==> src/blk2s_pkg.sv <==
package blk2s_pkg;

  typedef struct packed {
    logic [1:0] cmd;
    logic [7:0] data_byte;
  } in_t;

  typedef struct packed {
    logic [7:0] digest_byte;
    logic       last_byte;
  } out_t;

  localparam logic [1:0] CMD_MSG    = 2'd0;
  localparam logic [1:0] CMD_KEY    = 2'd1;
  localparam logic [1:0] CMD_FINISH = 2'd2;

  localparam logic [1:0] REG_DIGEST_LEN = 2'd0;
  localparam logic [1:0] REG_KEY_LEN    = 2'd1;

  localparam logic [5:0] MAX_DIGEST = 6'd32;
  localparam logic [5:0] MAX_KEY    = 6'd32;

  localparam logic [31:0] IV [8] = '{
    32'h6A09E667, 32'hBB67AE85, 32'h3C6EF372, 32'hA54FF53A,
    32'h510E527F, 32'h9B05688C, 32'h1F83D9AB, 32'h5BE0CD19
  };

  // Message schedule: nibble for position 0 stands in the top of each row.
  function automatic logic [3:0] sigma(input logic [3:0] rnd, input logic [3:0] pos);
    logic [63:0] row;
    logic [63:0] sh;
    case (rnd)
      4'd0: row = 64'h0123456789ABCDEF;
      4'd1: row = 64'hEA489FD61C02B753;
      4'd2: row = 64'hB8C052FDAE367194;
      4'd3: row = 64'h7931DCBE265A40F8;
      4'd4: row = 64'h905724AFE1BC683D;
      4'd5: row = 64'h2C6A0B834D75FE19;
      4'd6: row = 64'hC51FED4A0763928B;
      4'd7: row = 64'hDB7EC13950F4862A;
      4'd8: row = 64'h6FE9B308C2D714A5;
      4'd9: row = 64'hA2847615FB9E3CD0;
      default: row = 64'h0123456789ABCDEF;
    endcase
    sh = row >> {4'd15 - pos, 2'b00};
    return sh[3:0];
  endfunction

endpackage

==> src/blk2s_g_half.sv <==
module blk2s_g_half (
  input  logic        half,
  input  logic [31:0] a,
  input  logic [31:0] b,
  input  logic [31:0] c,
  input  logic [31:0] d,
  input  logic [31:0] m,
  output logic [31:0] a_out,
  output logic [31:0] b_out,
  output logic [31:0] c_out,
  output logic [31:0] d_out
);
  import blk2s_pkg::*;

  logic [31:0] dx;
  logic [31:0] bx;

  // One half of G: first half rotates by 16 and 12, second by 8 and 7.
  always_comb begin
    a_out = a + b + m;
    dx    = d ^ a_out;
    d_out = half ? {dx[7:0], dx[31:8]} : {dx[15:0], dx[31:16]};
    c_out = c + d_out;
    bx    = b ^ c_out;
    b_out = half ? {bx[6:0], bx[31:7]} : {bx[11:0], bx[31:12]};
  end

endmodule

==> src/blake2s_hash_stream_core.sv <==
// BLAKE2s byte-stream hash engine.
// Input channel (in_valid/in_ready/in_data) carries one word per item: a
// message byte, a key byte or a finish command. Output channel
// (out_valid/out_ready/out_data) returns the digest one byte per word, the
// final byte flagged by last_byte.
// Configuration is a plain write port (cfg_we, cfg_index, cfg_data): index 0
// sets the digest length, index 1 the key length; a write to either one
// restarts the run. Write it only while the engine is idle.
// A message or key byte that does not close a block is stored, and the
// engine stays ready. A byte arriving after a full block first runs the
// compression on the shared half-G unit (10 rounds x 8 G x 2 halves) and
// a fold step; the engine is then ready again and the held byte opens the
// next block. Finish runs the same compression and fold, then sends the
// digest one byte per cycle while out_ready is high.
// in_ready is low while compressing and while the digest is being sent.
// A stalled receiver simply holds the current digest byte on the port.
// Reset (rst, synchronous) sets a 32-byte unkeyed digest and an empty run.
module blake2s_hash_stream_core (
  input  logic             clk,
  input  logic             rst,
  input  logic             in_valid,
  output logic             in_ready,
  input  blk2s_pkg::in_t   in_data,
  output logic             out_valid,
  input  logic             out_ready,
  output blk2s_pkg::out_t  out_data,
  input  logic             cfg_we,
  input  logic [1:0]       cfg_index,
  input  logic [5:0]       cfg_data
);
  import blk2s_pkg::*;

  localparam logic [1:0] ST_IDLE = 2'd0;
  localparam logic [1:0] ST_MIX  = 2'd1;
  localparam logic [1:0] ST_FOLD = 2'd2;
  localparam logic [1:0] ST_OUT  = 2'd3;

  logic [1:0]  state;
  logic [5:0]  digest_len;
  logic [5:0]  key_len;
  logic [5:0]  digest_len_next;
  logic [5:0]  key_len_next;
  logic [31:0] h [8];
  logic [31:0] v [16];
  logic [31:0] v_next [16];
  logic [31:0] msg [16];
  logic [63:0] byte_counter;
  logic [63:0] counter_next;
  logic [6:0]  fill_count;
  logic [5:0]  key_taken;
  logic        key_open;
  logic        final_blk;
  logic [7:0]  pend_byte;
  logic [3:0]  rnd;
  logic [2:0]  gi;
  logic        half;
  logic [4:0]  out_idx;
  logic        do_start;
  logic        in_acc;
  logic        out_last;
  logic        mix_done;
  logic [31:0] m_word;
  logic [31:0] ga;
  logic [31:0] gb;
  logic [31:0] gc;
  logic [31:0] gd;
  logic [31:0] vt [16];
  logic [1:0]  amt [4];
  logic [31:0] out_word;
  logic [5:0]  cfg_clamp;

  assign in_ready  = (state == ST_IDLE);
  assign in_acc    = in_valid && in_ready;
  assign out_valid = (state == ST_OUT);
  assign out_word  = h[out_idx[4:2]];
  assign out_last  = ({1'b0, out_idx} + 6'd1) == digest_len;
  assign out_data.digest_byte = 8'(out_word >> {out_idx[1:0], 3'b000});
  assign out_data.last_byte   = out_last;
  assign mix_done  = (rnd == 4'd9) && (gi == 3'd7) && half;
  assign m_word    = msg[sigma(rnd, {gi, half})];

  // Clamp register writes; a write to index 0 or 1 restarts the run.
  always_comb begin
    digest_len_next = digest_len;
    key_len_next    = key_len;
    cfg_clamp       = cfg_data;
    if (cfg_we) begin
      case (cfg_index)
        REG_DIGEST_LEN: begin
          if (cfg_clamp == 6'd0) cfg_clamp = 6'd1;
          digest_len_next = (cfg_clamp > MAX_DIGEST) ? MAX_DIGEST : cfg_clamp;
        end
        REG_KEY_LEN: key_len_next = (cfg_clamp > MAX_KEY) ? MAX_KEY : cfg_clamp;
        default: ;
      endcase
    end
    if (rst) begin
      digest_len_next = MAX_DIGEST;
      key_len_next    = 6'd0;
    end
  end

  assign do_start = rst || (cfg_we && (cfg_index == REG_DIGEST_LEN ||
                    cfg_index == REG_KEY_LEN)) ||
                    (state == ST_OUT && out_ready && out_last);

  // Counter after this block: a full block before a new byte, or the fill on finish.
  assign counter_next = byte_counter +
                        ((in_data.cmd == CMD_FINISH) ? {57'd0, fill_count} : 64'd64);

  blk2s_g_half u_g (
    .half  (half),
    .a     (v[0]),
    .b     (v[4]),
    .c     (v[8]),
    .d     (v[12]),
    .m     (m_word),
    .a_out (ga),
    .b_out (gb),
    .c_out (gc),
    .d_out (gd)
  );

  // G always works on column 0 of the rows; rotate rows after the second
  // half to bring the next lane into place, diagonalising after the fourth
  // G and restoring the layout after the eighth.
  always_comb begin
    for (int i = 0; i < 16; i++) vt[i] = v[i];
    vt[0]  = ga;
    vt[4]  = gb;
    vt[8]  = gc;
    vt[12] = gd;
    for (int k = 0; k < 4; k++) begin
      if (gi == 3'd3)      amt[k] = 2'(1 + k);
      else if (gi == 3'd7) amt[k] = 2'(1 - k);
      else                 amt[k] = 2'd1;
    end
    for (int k = 0; k < 4; k++) begin
      for (int j = 0; j < 4; j++) begin
        if (half) v_next[4*k+j] = vt[4*k + int'(2'(2'(j) + amt[k]))];
        else      v_next[4*k+j] = vt[4*k+j];
      end
    end
  end

  always_ff @(posedge clk) begin
    if (do_start) begin
      digest_len <= digest_len_next;
      key_len    <= key_len_next;
      for (int i = 1; i < 8; i++) h[i] <= IV[i];
      h[0] <= IV[0] ^ {8'd1, 8'd1, 2'b00, key_len_next, 2'b00, digest_len_next};
      byte_counter <= 64'd0;
      for (int i = 0; i < 16; i++) msg[i] <= 32'd0;
      key_taken  <= 6'd0;
      key_open   <= (key_len_next != 6'd0);
      fill_count <= (key_len_next != 6'd0) ? 7'd64 : 7'd0;
      state      <= ST_IDLE;
    end else begin
      case (state)
        ST_IDLE: begin
          if (in_acc) begin
            case (in_data.cmd)
              CMD_KEY: begin
                if (key_open && key_taken < key_len) begin
                  msg[key_taken[5:2]][{key_taken[1:0], 3'b000} +: 8] <= in_data.data_byte;
                  key_taken <= key_taken + 6'd1;
                end
              end
              CMD_MSG: begin
                key_open <= 1'b0;
                if (fill_count[6]) begin
                  // Full block pending: compress it, hold the byte for later.
                  pend_byte <= in_data.data_byte;
                  final_blk <= 1'b0;
                  state     <= ST_MIX;
                end else begin
                  msg[fill_count[5:2]][{fill_count[1:0], 3'b000} +: 8] <= in_data.data_byte;
                  fill_count <= fill_count + 7'd1;
                end
              end
              CMD_FINISH: begin
                key_open  <= 1'b0;
                final_blk <= 1'b1;
                state     <= ST_MIX;
              end
              default: ;
            endcase
            if (in_data.cmd == CMD_MSG && fill_count[6] || in_data.cmd == CMD_FINISH) begin
              byte_counter <= counter_next;
              for (int i = 0; i < 8; i++) v[i] <= h[i];
              for (int i = 0; i < 4; i++) v[8+i] <= IV[i];
              v[12] <= IV[4] ^ counter_next[31:0];
              v[13] <= IV[5] ^ counter_next[63:32];
              v[14] <= IV[6] ^ {32{in_data.cmd == CMD_FINISH}};
              v[15] <= IV[7];
              rnd   <= 4'd0;
              gi    <= 3'd0;
              half  <= 1'b0;
            end
          end
        end
        ST_MIX: begin
          for (int i = 0; i < 16; i++) v[i] <= v_next[i];
          half <= ~half;
          if (half) begin
            gi <= gi + 3'd1;
            if (gi == 3'd7) rnd <= rnd + 4'd1;
          end
          if (mix_done) state <= ST_FOLD;
        end
        ST_FOLD: begin
          for (int i = 0; i < 8; i++) h[i] <= h[i] ^ v[i] ^ v[8+i];
          for (int i = 1; i < 16; i++) msg[i] <= 32'd0;
          if (final_blk) begin
            msg[0]  <= 32'd0;
            out_idx <= 5'd0;
            state   <= ST_OUT;
          end else begin
            // Drop the old block; the held byte opens the next one.
            msg[0]     <= {24'd0, pend_byte};
            fill_count <= 7'd1;
            state      <= ST_IDLE;
          end
        end
        ST_OUT: begin
          if (out_ready) out_idx <= out_idx + 5'd1;
        end
        default: state <= ST_IDLE;
      endcase
    end
  end

endmodule
==> config.mk <==
export PLATFORM = sky130hd
export DESIGN_NAME = blake2s_hash_stream_core
export DESIGN_NICKNAME = d
export VERILOG_FILES = /design/src/blk2s_pkg.sv /design/src/blk2s_g_half.sv /design/src/blake2s_hash_stream_core.sv
export SDC_FILE = /design/constraint.sdc
export NUM_CORES = 2
export LEC_CHECK = 0
export BUFFER_PORTS_ARGS = -buffer_cell sky130_fd_sc_hd__buf_2
export CORE_UTILIZATION = 40
export CTS_BUF_LIST = sky130_fd_sc_hd__clkbuf_8 sky130_fd_sc_hd__clkbuf_16
export DETAILED_ROUTE_END_ITERATION = 8
export GPL_TIMING_DRIVEN = 1
export SLEW_MARGIN = 20
export SYNTH_ARGS = -nofsm -noshare
export SYNTH_HDL_FRONTEND = slang
export SYNTH_SLANG_ARGS = --single-unit
==> constraint.sdc <==
create_clock -name clk -period 16.9 [get_ports clk]
set_input_delay 1.69 -clock clk [delete_from_list [all_inputs] [get_ports clk]]
set_output_delay 1.69 -clock clk [all_outputs]
set_load 0.02 [all_outputs]
==> results.sh <==
export IMPL_wirelength_mm=299
export IMPL_p_per_area_nw_per_um2=146
export IMPL_rows=165
export IMPL_fp_dieH_um=455
export IMPL_synth_fp_nets=8683
export IMPL_start_util=0.404
export IMPL_grt_pass1_vias=61900
export IMPL_yosysSeqAreaShare=0.483
export IMPL_ctsResizeCount=0
export IMPL_ys_ff_latch=1460
export IMPL_wl_per_cell_um=27.0
export IMPL_critPathMostFrequentCell="buf_4"
export IMPL_cts_sinks=1460
export IMPL_critPathSlowestCell="nor3_1"
export IMPL_final_nets=8400
export IMPL_required_ps=17510
export IMPL_maxSlewViolCount=0
export IMPL_clock_path_buffers=3
export IMPL_final_seq_area_um2=39600
export IMPL_leakage_nw=32.3
export IMPL_port_buffer_count=33
export IMPL_synth_top_cells_by_count="1459 x nand2_1, 1034 x edfxtp_1, 890 x nor2_1"
export IMPL_peakVddDrop_mv=0.187
export IMPL_drive_gt1_frac=0.0778
export IMPL_num_vias=66700
export IMPL_critPathKind="reg2reg"
export IMPL_yosysTopAreaCell="edfxtp_1"
export IMPL_antenna_found_initial=16
export IMPL_drc=0
export IMPL_cts_tree="built"
export IMPL_core_um2=203000
export IMPL_n_fill_cell=19100
export IMPL_cp_end_kind="register"
export IMPL_place_hpwl_mm=203
export IMPL_firstDrtPassIters=6
export IMPL_ctsHoldBuffers=0
export IMPL_post_route_period_util=0.761
export IMPL_setup_violations=0
export IMPL_netlist_area_um2=81900
export IMPL_worstSkewPairLatency_ps=880
export IMPL_setup_slack_ps=4040
export IMPL_fin_crit_ps=12860
export IMPL_setup_tns_ps=0
export IMPL_grt_pass1_wl_mm=432
export IMPL_clk_pin_slew_ps=60
export IMPL_grt_overflow=0
export IMPL_finalHoldViolations=0
export IMPL_ys_flop_type="edfxtp_1"
export IMPL_async_reset_ff_frac=0
export IMPL_die_w_um=455
export IMPL_hp_class="reg2reg"
export IMPL_grt_max_degree=163
export IMPL_synth_cells=8517
export IMPL_cts_max_level=4
export IMPL_post_cts_repair_setup_buffers=0
export IMPL_fmaxAchievable_mhz=77.8
export IMPL_viasPerCell=6.03
export IMPL_cap_violations=0
export IMPL_synth_most_common_cell="nand2_1"
export IMPL_cts_root_buf="clkbuf_16"
export IMPL_outcome="complete, no violations"
export IMPL_max_stage_delay_ps=780
export IMPL_grt_setup_unrepaired="false"
export IMPL_ys_types=96
export IMPL_syn_to_final_growth_pct=10.0
export IMPL_multi_input_area_um2=39600
export IMPL_start_kind="register"
export IMPL_maxSlewHeadroom=0.166
export IMPL_fin_skew_ps=78.1
export IMPL_dp_slack_ps=4420
export IMPL_drt_iter0_drc=8487
export IMPL_cp_data_arrival_time_ps=13470
export IMPL_ant_nets=0
export IMPL_gp_congestion=0.991
export IMPL_synth_top_area_frac=0.379
export IMPL_synth_area_per_cell_um2=9.62
export IMPL_track_usage=0.283
export IMPL_worstMarginPinSlew_ps=1240
export IMPL_ys_warnings_count=0
export IMPL_dieArea_um2=207000
export IMPL_top_level_ports=34
export IMPL_synth_area_leaders="edfxtp_1 38%, dfxtp_1 10%, nand2_1 6.7%"
export IMPL_synth_enable_flop_cells=1034
export IMPL_cts_buffers=169
export IMPL_cp_max_fo=63
==> layout by cell type (no fill, tap or decap), types with 105 or more instances in the layout <==
cell type,instances
ha_1,105
dfxtp_1,424
a211oi_1,270
edfxtp_1,1034
o21ai_0,332
nand2_1,1453
clkbuf_16,172
buf_4,113
mux2i_1,274
nor2_1,885
nor2b_1,148
mux4_2,115
xor2_1,413
a21oi_1,648
inv_1,201
xnor2_1,325
nand3_1,325
==> where the power goes <==
part | internal [W] | total, W | leakage (nW) | switching [W]
combinational | 0.00154 | 0.00512 | 16.2 | 0.00358
clock | 0.00215 | 0.00381 | 2.95 | 0.00165
sequential | 0.00407 | 0.00420 | 13.2 | 0.000132
total | 0.00776 | 0.0131 | 32.3 | 0.00537
==> layout make-up <==
| type | count | area share |
|---|---|---|
| antenna | 10 | 0.000278 |
| sequential | 1460 | 0.439 |
| tap | 2672 | 0.0371 |
| inverter | 180 | 0.00769 |
| clock buffer | 194 | 0.0511 |
| timing repair buffer | 153 | 0.0127 |
| clock inverter | 126 | 0.0130 |
| multi-input combinational | 6270 | 0.439 |
==> worst paths after layout <==
check	start	endpoint	slack (ps)	cells after the start
max	half	v[7][13]	4040	37
min	msg[4][16]	msg[4][16]	460	2
max reg2reg	half	v[7][13]	4040	37
min reg2reg	msg[4][16]	msg[4][16]	460	2
==> flip-flops by register name (all words and copies together), names as in the netlist, 7 cells and up, named ones only <==
name and flops:
byte_counter 64, fill_count 7, h 256, msg 512, pend_byte 8, v 512
==> cells by family after synthesis <==
logic type | share of synthesized area
AOI/OAI and AO/OA | 0.130
xor gates and xnor gates | 0.0856
adders and majority gates | 0.0250
buffers and inverters | 0.0369
DFF | 0.483
muxes | 0.0704
and+or+nand+nor | 0.169
==> stage by stage <==
step	instances	total power (W)	hold WS, ps	util	area [um2]
after detailed placement	10700	0.00917	454	0.416	84300
after global placement	10700	0.00913	448	0.416	84300
final	11100	0.0131	462	0.445	90100
after floorplan	8517	0.00719	441	-	81900
after CTS	11100	0.0130	462	0.444	90100
after global routing	11100	0.0135	483	0.444	90100
==> layer usage <==
metal	vias up	wire length [um]	GRT usage
met4	16	14400	0.129
met5	-	115	0
li1	29400	-	-
met3	657	32800	0.0699
met1	32800	120000	0.381
met2	3772	132000	0.428
==> worst max-delay path: cells and delay by family, from the launching register on <==
family | cells | cell delay [ps]
DFF | 1 | 580
AOI/OAI and AO/OA | 15 | 4860
buffers and inverters | 7 | 2200
and+or+nand+nor | 9 | 2560
xor gates and xnor gates | 3 | 1140
adders and majority gates | 3 | 1180
Note: power is estimated with default switching activity, not from simulation.
